<file path="src/design/pvrc_pkg.sv">
// Package for the peak/valley run counter: tracker phase encoding,
// tracker control struct, result word type and fixed field widths.
// No dependencies.
`timescale 1ns / 1ps

package pvrc_pkg;

   localparam int TOTAL_BITS    = 16;
   localparam int MIN_LEN_BITS  = 16;
   localparam int CSR_IDX_BITS  = 1;
   localparam int RUN_START_LEN = 2;

   // Register indexes on the csr port
   localparam logic [CSR_IDX_BITS-1:0] CSR_MIN_PEAK_LEN   = 1'b0;
   localparam logic [CSR_IDX_BITS-1:0] CSR_MIN_VALLEY_LEN = 1'b1;

   // LEAD is the run direction that opens the feature (rise for a peak,
   // fall for a valley), TRAIL the one that closes it.
   typedef enum logic [1:0] {
      PH_IDLE,
      PH_LEAD,
      PH_TRAIL
   } phase_type;

   typedef struct packed {
      logic accept;
      logic first;
      logic last;
      logic lead;
   } trk_ctrl_type;

   typedef struct packed {
      logic [TOTAL_BITS-1:0] peak_total;
      logic [TOTAL_BITS-1:0] valley_total;
   } result_type;

endpackage

</file>
<file path="src/design/pvrc_tracker.sv">
// One run tracker (used for peaks and for valleys): phase, run length and tally.
// Depends on pvrc_pkg.
`timescale 1ns / 1ps

module pvrc_tracker
   import pvrc_pkg::*;
#(
   parameter int COUNT_BITS = 16
) (
   input  logic                    clock,
   input  logic                    reset,
   input  trk_ctrl_type            ctrl,
   input  logic [MIN_LEN_BITS-1:0] min_len,
   output logic [TOTAL_BITS-1:0]   total
);

   localparam int CMP_BITS = (COUNT_BITS > MIN_LEN_BITS) ? COUNT_BITS : MIN_LEN_BITS;
   localparam logic [COUNT_BITS-1:0] RUN_START = COUNT_BITS'(RUN_START_LEN);
   localparam logic [COUNT_BITS-1:0] CNT_MAX   = '1;

   phase_type             phase_ff, phase_in, upd_phase;
   logic [COUNT_BITS-1:0] run_ff, run_in, upd_run;
   logic [COUNT_BITS-1:0] tally_ff, tally_in, upd_tally;
   logic [COUNT_BITS-1:0] run_inc, tally_inc, flush_tally;
   logic                  run_ok, flush_ok;

   assign run_inc   = (run_ff == CNT_MAX) ? run_ff : run_ff + 1'b1;
   assign tally_inc = (tally_ff == CNT_MAX) ? tally_ff : tally_ff + 1'b1;
   assign run_ok    = CMP_BITS'(run_ff) >= CMP_BITS'(min_len);

   always_comb begin
      upd_phase = phase_ff;
      upd_run   = run_ff;
      upd_tally = tally_ff;
      if (ctrl.first) begin
         upd_phase = PH_IDLE;
         upd_run   = '0;
         upd_tally = '0;
      end else begin
         case (phase_ff)
            PH_LEAD: begin
               if (ctrl.lead) begin
                  upd_run = run_inc;
               end else if (run_ok) begin
                  upd_phase = PH_TRAIL;
                  upd_run   = RUN_START;
               end else begin
                  upd_phase = PH_IDLE;
               end
            end
            PH_TRAIL: begin
               if (ctrl.lead) begin
                  if (run_ok) begin
                     upd_tally = tally_inc;
                  end
                  upd_phase = PH_LEAD;
                  upd_run   = RUN_START;
               end else begin
                  upd_run = run_inc;
               end
            end
            default: begin
               // idle only leaves on a lead step
               if (ctrl.lead) begin
                  upd_phase = PH_LEAD;
                  upd_run   = RUN_START;
               end
            end
         endcase
      end
   end

   // an open trailing run that qualifies counts at the end of the sequence
   assign flush_ok    = (upd_phase == PH_TRAIL) &&
                        (CMP_BITS'(upd_run) >= CMP_BITS'(min_len));
   assign flush_tally = (flush_ok && (upd_tally != CNT_MAX)) ? upd_tally + 1'b1 : upd_tally;

   generate
      if (COUNT_BITS > TOTAL_BITS) begin : g_clip
         assign total = (|flush_tally[COUNT_BITS-1:TOTAL_BITS]) ?
                        {TOTAL_BITS{1'b1}} : flush_tally[TOTAL_BITS-1:0];
      end else begin : g_ext
         assign total = TOTAL_BITS'(flush_tally);
      end
   endgenerate

   always_comb begin
      phase_in = phase_ff;
      run_in   = run_ff;
      tally_in = tally_ff;
      if (ctrl.accept) begin
         if (ctrl.last) begin
            phase_in = PH_IDLE;
            run_in   = '0;
            tally_in = '0;
         end else begin
            phase_in = upd_phase;
            run_in   = upd_run;
            tally_in = upd_tally;
         end
      end
   end

   always_ff @(posedge clock) begin
      if (reset) begin
         phase_ff <= PH_IDLE;
         run_ff   <= '0;
         tally_ff <= '0;
      end else begin
         phase_ff <= phase_in;
         run_ff   <= run_in;
         tally_ff <= tally_in;
      end
   end

`ifndef SYNTHESIS
   a_open_run_len: assert property (@(posedge clock) disable iff (reset)
      (phase_ff != PH_IDLE) |-> (run_ff >= RUN_START))
      else $error("open run shorter than two points");
`endif

endmodule

</file>
<file path="src/design/pvrc_out_buf.sv">
// Two-entry result buffer (output register plus skid) for the rsp channel.
// Depends on pvrc_pkg.
`timescale 1ns / 1ps

module pvrc_out_buf
   import pvrc_pkg::*;
(
   input  logic       clock,
   input  logic       reset,
   input  logic       push,
   input  result_type push_word,
   output logic       push_ready,
   output logic       out_valid,
   input  logic       out_ready,
   output result_type out_word
);

   logic       head_valid_ff, head_valid_in;
   logic       skid_valid_ff, skid_valid_in;
   result_type head_ff, head_in;
   result_type skid_ff, skid_in;
   logic       pop;

   assign pop        = head_valid_ff && out_ready;
   assign push_ready = !skid_valid_ff;
   assign out_valid  = head_valid_ff;
   assign out_word   = head_ff;

   always_comb begin
      head_valid_in = head_valid_ff;
      skid_valid_in = skid_valid_ff;
      head_in       = head_ff;
      skid_in       = skid_ff;
      if (skid_valid_ff) begin
         if (pop) begin
            head_in       = skid_ff;
            skid_valid_in = 1'b0;
         end
      end else if (push) begin
         if (!head_valid_ff || pop) begin
            head_in       = push_word;
            head_valid_in = 1'b1;
         end else begin
            skid_in       = push_word;
            skid_valid_in = 1'b1;
         end
      end else if (pop) begin
         head_valid_in = 1'b0;
      end
   end

   always_ff @(posedge clock) begin
      if (reset) begin
         head_valid_ff <= 1'b0;
         skid_valid_ff <= 1'b0;
      end else begin
         head_valid_ff <= head_valid_in;
         skid_valid_ff <= skid_valid_in;
      end
   end

   always_ff @(posedge clock) begin
      head_ff <= head_in;
      skid_ff <= skid_in;
   end

`ifndef SYNTHESIS
   a_skid_behind_head: assert property (@(posedge clock) disable iff (reset)
      skid_valid_ff |-> head_valid_ff)
      else $error("skid word held with empty output register");
   a_skid_drains: assert property (@(posedge clock) disable iff (reset)
      (skid_valid_ff && pop) |=> !skid_valid_ff && head_valid_ff)
      else $error("skid word not moved to output register");
`endif

endmodule

</file>
<file path="src/design/peak_valley_run_counter_core.sv">
// Peak/valley run counter top level: sample compare, two trackers, result buffer.
// Depends on pvrc_pkg, pvrc_tracker and pvrc_out_buf.
`timescale 1ns / 1ps

// Channel  Dir  Handshake              Word
// req      in   req_valid/req_ready    sample, first_sample, last_sample
// rsp      out  rsp_valid/rsp_ready    peak_total, valley_total
// csr      in   csr_write_en           csr_index, csr_wdata (no read-back)
//
// One sample per cycle; the compare and both tracker updates finish in the
// accept cycle and a last word is registered into the output register or the skid.
// Results pass through a two-entry buffer, so req stalls only when both
// entries are full. Reset clears trackers and buffer, sets both minimums to 2
// and the previous sample to the most negative value.

module peak_valley_run_counter_core
   import pvrc_pkg::*;
#(
   parameter int SAMPLE_BITS = 16,
   parameter int COUNT_BITS  = 16
) (
   input  logic                          clock,
   input  logic                          reset,
   input  logic                          req_valid,
   output logic                          req_ready,
   input  logic signed [SAMPLE_BITS-1:0] req_sample,
   input  logic                          req_first_sample,
   input  logic                          req_last_sample,
   output logic                          rsp_valid,
   input  logic                          rsp_ready,
   output logic        [TOTAL_BITS-1:0]  rsp_peak_total,
   output logic        [TOTAL_BITS-1:0]  rsp_valley_total,
   input  logic                          csr_write_en,
   input  logic        [CSR_IDX_BITS-1:0] csr_index,
   input  logic        [MIN_LEN_BITS-1:0] csr_wdata
);

   localparam logic [MIN_LEN_BITS-1:0] MIN_LEN_RESET = MIN_LEN_BITS'(RUN_START_LEN);

   logic [MIN_LEN_BITS-1:0] min_peak_ff, min_peak_in;
   logic [MIN_LEN_BITS-1:0] min_valley_ff, min_valley_in;
   logic [SAMPLE_BITS-1:0]  prev_ff, prev_in;   // offset binary
   logic [SAMPLE_BITS-1:0]  cur;
   logic                    accept, rise;
   trk_ctrl_type            peak_ctrl, valley_ctrl;
   result_type              res_word, rsp_word;

   assign accept = req_valid && req_ready;

   // flip the sign bit so an unsigned compare orders signed samples
   assign cur  = {~req_sample[SAMPLE_BITS-1], req_sample[SAMPLE_BITS-2:0]};
   assign rise = cur > prev_ff;

   assign prev_in = accept ? cur : prev_ff;

   always_comb begin
      min_peak_in   = min_peak_ff;
      min_valley_in = min_valley_ff;
      if (csr_write_en) begin
         case (csr_index)
            CSR_MIN_PEAK_LEN:   min_peak_in   = csr_wdata;
            CSR_MIN_VALLEY_LEN: min_valley_in = csr_wdata;
            default: ;
         endcase
      end
   end

   always_ff @(posedge clock) begin
      if (reset) begin
         min_peak_ff   <= MIN_LEN_RESET;
         min_valley_ff <= MIN_LEN_RESET;
         prev_ff       <= '0;
      end else begin
         min_peak_ff   <= min_peak_in;
         min_valley_ff <= min_valley_in;
         prev_ff       <= prev_in;
      end
   end

   assign peak_ctrl   = '{accept: accept, first: req_first_sample,
                          last: req_last_sample, lead: rise};
   assign valley_ctrl = '{accept: accept, first: req_first_sample,
                          last: req_last_sample, lead: !rise};

   pvrc_tracker #(.COUNT_BITS(COUNT_BITS)) u_peak (
      .clock   (clock),
      .reset   (reset),
      .ctrl    (peak_ctrl),
      .min_len (min_peak_ff),
      .total   (res_word.peak_total)
   );

   pvrc_tracker #(.COUNT_BITS(COUNT_BITS)) u_valley (
      .clock   (clock),
      .reset   (reset),
      .ctrl    (valley_ctrl),
      .min_len (min_valley_ff),
      .total   (res_word.valley_total)
   );

   pvrc_out_buf u_out (
      .clock      (clock),
      .reset      (reset),
      .push       (accept && req_last_sample),
      .push_word  (res_word),
      .push_ready (req_ready),
      .out_valid  (rsp_valid),
      .out_ready  (rsp_ready),
      .out_word   (rsp_word)
   );

   assign rsp_peak_total   = rsp_word.peak_total;
   assign rsp_valley_total = rsp_word.valley_total;

`ifndef SYNTHESIS
   a_last_gives_word: assert property (@(posedge clock) disable iff (reset)
      (accept && req_last_sample) |=> rsp_valid)
      else $error("last sample accepted without a result word");
   a_reset_empty: assert property (@(posedge clock)
      reset |=> !rsp_valid)
      else $error("result word present after reset");
   a_prev_tracks: assert property (@(posedge clock) disable iff (reset)
      accept |=> (prev_ff == $past(cur)))
      else $error("previous sample not updated");
`endif

endmodule

</file>
<file path="config.mk">
export PLATFORM = sky130hd
export DESIGN_NAME = peak_valley_run_counter_core
export DESIGN_NICKNAME = d
export VERILOG_FILES = /design/src/design/pvrc_pkg.sv /design/src/design/pvrc_tracker.sv /design/src/design/pvrc_out_buf.sv /design/src/design/peak_valley_run_counter_core.sv
export SDC_FILE = /design/constraint.sdc
export NUM_CORES = 1
export LEC_CHECK = 0
export ABC_CLOCK_PERIOD_IN_PS = 8000
export BUFFER_PORTS_ARGS = -buffer_cell sky130_fd_sc_hd__buf_2
export CORE_MARGIN = 2
export CORE_UTILIZATION = 55
export CTS_CLUSTER_SIZE = 10
export DETAILED_ROUTE_END_ITERATION = 10
export GPL_ROUTABILITY_DRIVEN = 1
export HOLD_SLACK_MARGIN = 0.12
export PLACE_DENSITY_LB_ADDON = 0.2
export SKIP_LAST_GASP = 1
export SLEW_MARGIN = 40
export SYNTH_ARGS = -nofsm -noshare
export SYNTH_HDL_FRONTEND = slang
export SYNTH_HIERARCHICAL = 1
export SYNTH_SLANG_ARGS = --single-unit
</file>
<file path="constraint.sdc">
create_clock -name clock -period 8 [get_ports clock]
set_input_delay 1.6 -clock clock [delete_from_list [all_inputs] [get_ports clock]]
set_output_delay 1.6 -clock clock [all_outputs]
set_load 0.005 [all_outputs]
</file>
==> summary.md, run 1 <==
| Metric | Value |
|---|---|
| Outcome | finished, final reports clean |
| CTS Hold Bufs | 0 |
| Crit path time final | ~6.6 ns |
| Pwr per Cell Area | ~150 nW/um^2 |
| Layout cell share with drive strength beyond 1 | between 10% and 20% |
| Yosys reg bits | 182 |
| Synth Area per Inst | ~8.6 um^2 |
| Most frequent cells in the layout | 196 x nand2_1, 136 x a21oi_1, 127 x nor2_1 |
| Number of routed nets with antenna violations | 0 |
| Clk root buf | clkbuf_16 |
| CP Launch Type | input port |
| Critical Path RT | between 8 and 9 ns |
| Hold_sp | min_valley_ff[6] |
| EDFF count, synth | 64 |
| Reg2Reg Capture Point | u_out/out_word[23] |
| Clock Pin Slew Worst Setup and Hold Paths | roughly 0.070 ns |
| Tcrit/Tclk final | ~80% |
| Final setup viols | 0 |
| Final Hold Fails | 0 |
| Net Count, Synth | 1581 |
| Count of cell types in the netlist | 99 |
| First-pass GRT wire length | a little over 50000 um |
| Setup crit end kind | register |
| Peak VDD IR | about 0.15 mV |
| Post-synth ARST share | 0% |
| GRT overflow | 0 |
| Crit path from | req_sample[14] |
| CP Class | in2reg |
| Die area | between 20000 and 25000 um^2 |
| RSZ-0062 raised after global routing | false |
| Synth Flop Type | dfxtp_1 |
| Max-cap violations | 0 |
| Die Height | 154.3 um |
| Commonest non-fill, non-tap cell in the layout | nand2_1 |
| Clock latency at the later pin of the worst-skew pair | about 0.44 ns |
| DR vias | 11050 |
| GP Congestion | about 0.9 |
| Sequential share of the synthesized area | 34.50% |
| Setup TNS | 0 ns |
| Worst hold path class | reg2reg |
| Post-DP HPWL | roughly 22000 um |
| Nets | approximately 1600 |
| Synth warn | 6 |
| Rows | 54 |
| Fin util | a little over 60% |
| R2R cell count | 22 |
| Ant diodes | 0 |
| Post-Layout Inst Area | around 13000 um^2 |
| Port-buffer cells | 73 |
| CTS Sinks | 182 |
| CTS buffer count | 17 |
| Worst r2r src | prev_ff[14] |
| Actual transition at the worst max-transition pin | ~0.78 ns |
| WP data arrival | roughly 6.8 ns |
| H-tree Lvls | 4 |
| Leakage power | between 5 and 6 nW |
| 1st-iter DRT viols | around 990 |
| Largest net degree at the start of global routing | 66 |
| Mapped cell area | 12420 um^2 |
| Routed WL | 31170 um |
| Wire length per cell | 17.56 um |
| Fin cells | between 1500 and 2000 |
| Drt drc | 0 |
| TritonCTS clock tree | done |
| DP Area | about 13000 um^2 |
| F_max | 151.8 MHz |
| Synthesized instance count | between 1000 and 1500 |
| Layout area overhead | 8.343% |
| Clock skew | about 0.013 ns |
| Vias/cell | between 6 and 7 |
| Placed Cells | roughly 1700 |
| Antenna violations before repair | 0 |
| Hold_ws | between 0.4 and 0.5 ns |
| Drt first pass iters | 5 |
| Starting Density | between 50 and 60% |
| Die Wd | roughly 150 um |
| Pins over their slew limit | 0 |
| CTS resizes | 0 |
| Total GRT Usage | between 20% and 30% |
| Number of global-route vias before repair | slightly above 10000 |
| Rel. slew slack | about half |
| CP Max Fanout | 10 |
| Clock Tree Buf Depth | 2 |
| Setup bufs post-CTS | 0 |
| Ports | 74 |
| Core Area | between 20000 and 25000 um^2 |
| Setup crit end | u_out/out_word[23] |
| R2R setup slack | 2.32 ns |
[state kept, by name, indices dropped and copies added (netlist names)]
name	count
u_out/skid_ff	32
u_out/skid_valid_ff	1
min_valley_ff	16
u_peak/phase_ff	2
u_peak/run_ff	16
u_valley/phase_ff	2
u_out/out_valid	1
min_peak_ff	16
u_valley/run_ff	16
u_peak/tally_ff	16
u_out/out_word	32
u_valley/tally_ff	16
prev_ff	16
[worst max-delay path: stages]
cell	delay, ns
buf_2	0.11
ha_1	0.31
nand4_1	0.16
nor4_2	0.32
a21boi_2	0.22
o31a_1	0.36
mux2i_1	0.16
nor2_1	0.42
buf_4	0.26
o21ai_0	0.14
a311oi_1	0.30
ha_1	0.20
a21o_1	0.11
a21o_1	0.11
a21oi_1	0.06
o21ai_0	0.15
a21oi_1	0.07
nor3_2	0.49
nand3_1	0.36
a2111oi_2	0.46
xnor2_1	0.14
mux2_4	0.28
[power breakdown]
part | switching [mW] | internal, mW
Combinational | 0.140 | 0.0700
Clock | 0.399 | 0.437
Sequential | 0.0119 | 0.973
[area by class of cell]
| class | count | area [um^2] |
|---|---|---|
| clock buffer | 17 | 425.4 |
| clock inverter | 15 | 148.9 |
| multi-input combinational | 1111 | 7463 |
| sequential | 182 | 4288 |
| inverter | 85 | 319.1 |
| timing repair buffer | 85 | 457.9 |
| tap | 280 | 350.3 |
| fill | 1913 | 8506 |
[layer usage]
metal  GRT usage, %  vias up  routed length (um)
met2          42.96      430               14340
met3          3.839       71                1924
li1               -     5395                   -
met5              0        -                   0
met1          35.10     5155               14160
met4          8.818        0                 736
[logic make-up after synthesis]
| kind of cell | after synthesis | synth area share (%) |
|---|---|---|
| AND/OR/NAND/NOR | 564 | 22.83 |
| AO/OA/AOI/OAI | 376 | 20.51 |
| flip-flops | 182 | 34.50 |
| buffers and inverters | 158 | 5.663 |
| adder cells (fa/ha/maj) | 90 | 9.069 |
| multiplexers | 48 | 5.099 |
| XOR/XNOR | 33 | 2.328 |
[stage by stage]
| step | power, mW | worst slack (ns) |
|---|---|---|
| floorplan | 1.146 | 1.748 |
| global placement | 1.209 | 1.172 |
| detailed placement | 1.213 | 1.026 |
| CTS | 2.042 | 1.431 |
| global route | 2.103 | 0.9712 |
| finish | 2.030 | 1.412 |
[synthesized netlist by cell type (16+ instances only)]
cell	count	area (um^2)
a211oi_1	17	127.6
a21o_1	19	142.6
a21oi_1	137	685.7
a22oi_1	47	352.8
a31oi_1	19	118.9
and3_1	17	106.4
clkbuf_1	47	176.4
dfxtp_1	118	2362
edfxtp_1	64	1922
ha_1	90	1126
inv_1	81	304.0
mux2_4	28	420.4
nand2_1	196	735.7
nand3_1	45	225.2
nand4_1	33	206.5
nor2_1	130	488.0
nor3_1	28	140.1
o21ai_0	40	200.2
xnor2_1	17	148.9
xor2_1	16	140.1
[how the worst min path moves through the flow]
stage / to / slack (ns) / cells past startpoint
2_1_floorplan: min_peak_ff[10] / 0.44 / 2
3_3_place_gp: prev_ff[4] / 0.44 / 2
3_5_place_dp: prev_ff[14] / 0.45 / 2
4_1_cts: prev_ff[14] / 0.46 / 2
5_1_grt: prev_ff[9] / 0.47 / 2
6_report: min_valley_ff[6] / 0.46 / 2
Power figures use the tool's default switching activity.
==> inputs of run 2 (changes only) <==
ABC_CLOCK_PERIOD_IN_PS = 6700   (was 8000)
clock period = 6.7 ns   (was 8 ns; I/O delays follow)
==> run 2 against run 1 <==
Register-to-register slack got worse by 1.3 ns. Clock power rose by 21%. Power rose by 20%. First-iteration DRC count rose by 41%. Non-clock buffer count rose by 11. Worst hold slack improved by 0.00094 ns. Combinational power rose by 21%. Routed wire length rose by 0.38%. Global-route usage rose by 0.059 points. Cell count rose by 0.62%. Sequential power rose by 20%.
==> summary.md, run 2 (synthesis results as in run 1) <==
| Metric | Value |
|---|---|
| Wire length per cell | 17.52 um |
| Clock Pin Slew Worst Setup and Hold Paths | approximately 0.070 ns |
| CTS buffer count | 17 |
| Drt drc | 0 |
| F_max | between 150 and 200 MHz |
| Pins over their slew limit | 0 |
| CP Max Fanout | 10 |
| 1st-iter DRT viols | around 1400 |
| DR vias | about 11000 |
| GRT overflow | 0 |
| Ant diodes | 0 |
| Total GRT Usage | about a quarter |
| Ports | 74 |
| Die Wd | around 150 um |
| Clk root buf | clkbuf_16 |
| Critical Path RT | 6.88 ns |
| RSZ-0062 raised after global routing | false |
| Nets | between 1500 and 2000 |
| Max-cap violations | 0 |
| DP Area | 12940 um^2 |
| Port-buffer cells | 73 |
| Peak VDD IR | ~0.17 mV |
| CP Class | in2reg |
| Drt first pass iters | 7 |
| Number of routed nets with antenna violations | 0 |
| Largest net degree at the start of global routing | between 60 and 70 |
| Final Hold Fails | 0 |
| Layout area overhead | 8.968% |
| Pwr per Cell Area | 180.2 nW/um^2 |
| H-tree Lvls | 4 |
| Setup bufs post-CTS | 0 |
| Final setup viols | 0 |
| Layout cell share with drive strength beyond 1 | between 10% and 20% |
| Commonest non-fill, non-tap cell in the layout | nand2_1 |
| Starting Density | between 50% and 60% |
| CTS Hold Bufs | 0 |
| CTS Sinks | 182 |
| Max stage delay on crit path | 0.54 ns |
| Routed WL | 31280 um |
| Worst path bufs/invs | 4 |
| Critical path's top delay family | simple AND/OR/NAND/NOR gates |
| Antenna violations before repair | 0 |
| Core Area | 21960 um^2 |
| Die Height | around 150 um |
| Clock Tree Buf Depth | 2 |
| CP Launch Type | input port |
| Number of global-route vias before repair | slightly above 10000 |
| Most frequent cells in the layout | 196 x nand2_1, 135 x a21oi_1, 129 x nor2_1 |
| Rows | 54 |
| Worst path slowest cell | or4b_1 |
| Worst hold path class | reg2reg |
| Setup TNS | 0 ns |
| Clock latency at the later pin of the worst-skew pair | about 0.43 ns |
| Vias/cell | between 6 and 7 |
| GP Congestion | a little over 0.9 |
| CTS resizes | 0 |
| First-pass GRT wire length | ~51000 um |
| Tcrit/Tclk final | between 90% and 100% |
| WP data arrival | 6.37 ns |
| Post-Layout Inst Area | 13530 um^2 |
| Die area | 23790 um^2 |
| TritonCTS clock tree | done |
| Rel. slew slack | around 47% |
| Post-DP HPWL | between 20000 and 25000 um |
| Outcome | finished, final reports clean |
| Leakage power | slightly above 5 nW |
| Crit path time final | about 6.2 ns |
| Setup crit end kind | register |
| Actual transition at the worst max-transition pin | approximately 0.8 ns |
| Clock skew | 0.01031 ns |
[run 2: worst paths after layout]
path	endpoint	depth (start not counted)	slack (ns)	startpoint
max reg2reg	u_out/out_word[23]	20	0.98	min_peak_ff[15]
max	u_out/out_word[11]	26	0.51	req_sample[15]
min	min_peak_ff[9]	2	0.46	min_peak_ff[9]
min reg2reg	min_peak_ff[9]	2	0.46	min_peak_ff[9]
[run 2: through the flow]
| step | util, % | std cells | hold slack (ns) | total power [mW] | setup slack (ns) |
|---|---|---|---|---|---|
| after floorplan | - | 1451 | 0.4363 | 1.368 | 0.7079 |
| after global placement | 58.89 | 1754 | 0.4425 | 1.446 | 0.2946 |
| after detailed placement | 58.95 | 1754 | 0.4477 | 1.451 | 0.1694 |
| after CTS | 61.59 | 1786 | 0.4574 | 2.448 | 0.5962 |
| after global routing | 61.62 | 1786 | 0.4760 | 2.530 | 0.1585 |
| final | 61.62 | 1786 | 0.4563 | 2.439 | 0.5089 |
[run 2: cell type report]
type | count | area, um^2
Fill cell | 1872 | 8428
Multi-Input combinational cell | 1111 | 7452
Sequential cell | 182 | 4288
Timing Repair Buffer | 96 | 540.5
Clock buffer | 19 | 442.9
Tap cell | 280 | 350.3
Inverter | 85 | 319.1
Clock inverter | 13 | 137.6
[run 2: tightest hold or removal path, stage by stage, from the launching register on]
cell     delay (ns)
dfxtp_1        0.31
nand2_1        0.05
a21oi_1        0.05
[run 2: power breakdown]
part	internal [mW]	switching, mW	leakage, nW
Sequential	1.16	0.0142	1.63
Combinational	0.0854	0.169	3.21
Clock	0.534	0.475	0.272
[run 2: routing by layer]
layer	vias to the layer above	global-route usage, %	wire, um
li1	5405	-	-
met3	63	3.614	1905
met4	0	7.540	556
met2	441	44.03	14630
met1	5258	35.03	14190
met5	-	0	0
==> inputs of run 3 (changes only) <==
ABC_AREA = 1   (was default)
==> run 3 against run 2 <==
Routed wire length rose by 8.4%. Highest routed layer unchanged. First-iteration DRC count fell by 21%. Sequential power barely moved. Design area rose by 5.2%. Synthesized area rose by 6.2%. Cell count rose by 31%. Sequential cell count did not move.
==> summary.md, run 3 <==
| Metric | Value |
|---|---|
| Antenna violations before repair | 0 |
| Peak VDD IR | ~0.16 mV |
| Clk root buf | clkbuf_16 |
| Simple-Gate Fraction of Synth Area | 34.44% |
| Layout area overhead | 7.883% |
| Post-DP HPWL | roughly 24000 um |
| Tcrit/Tclk final | 85.98% |
| Synth warn | 6 |
| CP Class | in2reg |
| PnR worst setup slack | about 0.94 ns |
| Max stage delay on crit path | 0.51 ns |
| GRT overflow | 0 |
| CTS buffer count | 17 |
| Clock Pin Slew Worst Setup and Hold Paths | roughly 0.070 ns |
| Worst hold path class | reg2reg |
| H-tree Lvls | 4 |
| Fin cells | 2341 |
| DR vias | approximately 13000 |
| Ports | 74 |
| Largest net degree at the start of global routing | around 70 |
| Worst path slowest cell | inv_1 |
| Post-synthesis mux area share | 0% |
| Synth Area per Inst | approximately 6.7 um^2 |
| Rel. slew slack | between 40 and 50% |
| Routed WL | around 34000 um |
| Main area contributors after synthesis | nand2_1 18%, dfxtp_1 18%, edfxtp_1 15%, ha_1 8.5%, inv_1 7.1% |
| Count of cell types in the netlist | 54 |
| Port-buffer cells | 73 |
| Synth top area share | roughly 18% |
| Clock Tree Buf Depth | 2 |
| Pwr per Cell Area | 177.0 nW/um^2 |
| Vias/cell | around 5.4 |
| Outcome | finished, final reports clean |
| Number of global-route vias before repair | 11890 |
| Critical Path RT | roughly 7 ns |
| Largest area contributor in the netlist | nand2_1 |
| Rows | 56 |
| Commonest non-fill, non-tap cell in the layout | nand2_1 |
| List of most frequent post-synthesis cells | 630 x nand2_1, 251 x inv_1, 190 x nor2_1 |
| Layout cell share with drive strength beyond 1 | 9.743% |
| Adder-Cell Fraction of Synth Area | roughly 8.5% |
| Die Height | 158.9 um |
| 1st-iter DRT viols | between 1000 and 1500 |
| CTS Hold Bufs | 0 |
| Net Count, Synth | roughly 2100 |
| Sequential share of the synthesized area | roughly a third |
| Starting Density | 56.03% |
| Yosys reg bits | approximately 180 |
| CP dominant cell by count | nand2_1 |
| Setup TNS | 0 ns |
| Post-Synth XOR/XNOR Area | between 1 and 1.5% |
| Pwr Total | 2.519 mW |
| Core Area | 23540 um^2 |
| WP data arrival | 6.07 ns |
| Multi-input gate area | 7510 um^2 |
| Post-synth ARST share | 0% |
| Wire length per cell | between 10 and 15 um |
| Largest family of logic cells by synthesized area | simple AND/OR/NAND/NOR gates |
| Number of routed nets with antenna violations | 0 |
| Total GRT Usage | 26.91% |
| Actual transition at the worst max-transition pin | between 0.7 and 0.8 ns |
| FF+latch area | about 4300 um^2 |
| Drt drc | 0 |
| Hold Path Cell Cnt | 2 |
| R2R cell count | 27 |
| Die area | around 25000 um^2 |
| Clock latency at the later pin of the worst-skew pair | between 0.4 and 0.5 ns |
| Critical path's top delay family | simple AND/OR/NAND/NOR gates |
| First-pass GRT wire length | 56970 um |
| Fin util | between 60% and 70% |
| Leakage power | approximately 6.4 nW |
| Most frequent cells in the layout | 628 x nand2_1, 250 x inv_1, 187 x nor2_1 |
| Clock skew | about 0.011 ns |
| Nets | approximately 2100 |
| Crit path time final | between 5 and 6 ns |
| CTS resizes | 0 |
| DP Worst Slack | between 0.5 and 0.6 ns |
| Setup crit end kind | register |
| Fill cells | between 2000 and 2500 |
| F_max | 173.6 MHz |
| CP Max Fanout | 21 |
| Final Hold Fails | 0 |
| Max-cap violations | 0 |
| Ant diodes | 0 |
| TritonCTS clock tree | done |
| GP Congestion | approximately 0.94 |
| Pins over their slew limit | 0 |
| Final setup viols | 0 |
| CTS Sinks | approximately 180 |
| Die Wd | approximately 160 um |
| EDFF count, synth | 64 |
| Setup bufs post-CTS | 0 |
| Mapped cell area | 13190 um^2 |
| Worst path bufs/invs | 7 |
| CP Launch Type | input port |
| Drt first pass iters | 6 |
| Post-synthesis compound-gate area fraction | roughly an eighth |
| WP depth | 28 |
| Placed Cells | ~2300 |
| Most common cell in the synthesized netlist | nand2_1 |
| Synth Flop Type | dfxtp_1 |
| Synthesized instance count | ~2000 |
| RSZ-0062 raised after global routing | false |
## run 3: changes by cell type after synthesis, sizes merged, moves of 20 or more
cell / previous run / this run
nand2: 196 / 652
inv: 83 / 263
nor2: 131 / 214
nand3: 47 / 124
a22oi: 48 / 0
o21ai: 44 / 88
mux2: 38 / 0
o211ai: 4 / 24
## run 3: where the power goes
part           internal (mW)  leakage (nW)  total, mW  switching [mW]
clock network          0.530         0.285       1.03           0.499
logic                 0.0942          4.56      0.305           0.211
registers               1.17          1.58       1.18          0.0152
total                   1.79          6.43       2.52           0.725
## run 3: worst paths after layout
path / startpoint / end / slack [ns]
worst max-delay path: req_sample[15] / u_out/out_word[21] / 0.94
worst max register to register: prev_ff[15] / u_out/out_word[21] / 1.60
worst min-delay path: prev_ff[3] / prev_ff[3] / 0.46
worst min register to register: prev_ff[3] / prev_ff[3] / 0.46
## run 3: tightest hold or removal path, stage by stage, from the launching register on
cell and delay, ns:
dfxtp_1 0.30, inv_1 0.06, a21oi_1 0.06
## run 3: layer usage
metal | vias to the layer above | share of wire [%] | global-route usage [%]
li1 | 6466 | - | -
met1 | 5834 | 46 | 35.33
met2 | 372 | 47 | 46.31
met3 | 53 | 4.8 | 3.840
met4 | 0 | 2.1 | 7.479
met5 | - | 0 | 0
## run 3: stage by stage
stage / hold slack [ns] / instance area [um^2]
after CTS: 0.4689 / 14230
final: 0.4627 / 14230
after floorplan: 0.4289 / 13190
after global placement: 0.4482 / 13640
after detailed placement: 0.4577 / 13640
after global routing: 0.4904 / 14230
## run 3: kinds of logic after synthesis
| kind of cell | Yosys count |
|---|---|
| and+or+nand+nor | 1051 |
| buffers and inverters | 340 |
| AOI/OAI and AO/OA | 297 |
| DFF | 182 |
| adders and majority gates | 90 |
| xor gates and xnor gates | 21 |
## run 3: layout make-up
cell class                      instances  area share [%]
Clock buffer                           17           2.990
Clock inverter                         15           1.117
Multi-Input combinational cell       1459           52.77
Sequential cell                       182           30.11
Timing Repair Buffer                   83           3.121
Inverter                              266           7.087
Tap cell                              319           2.805
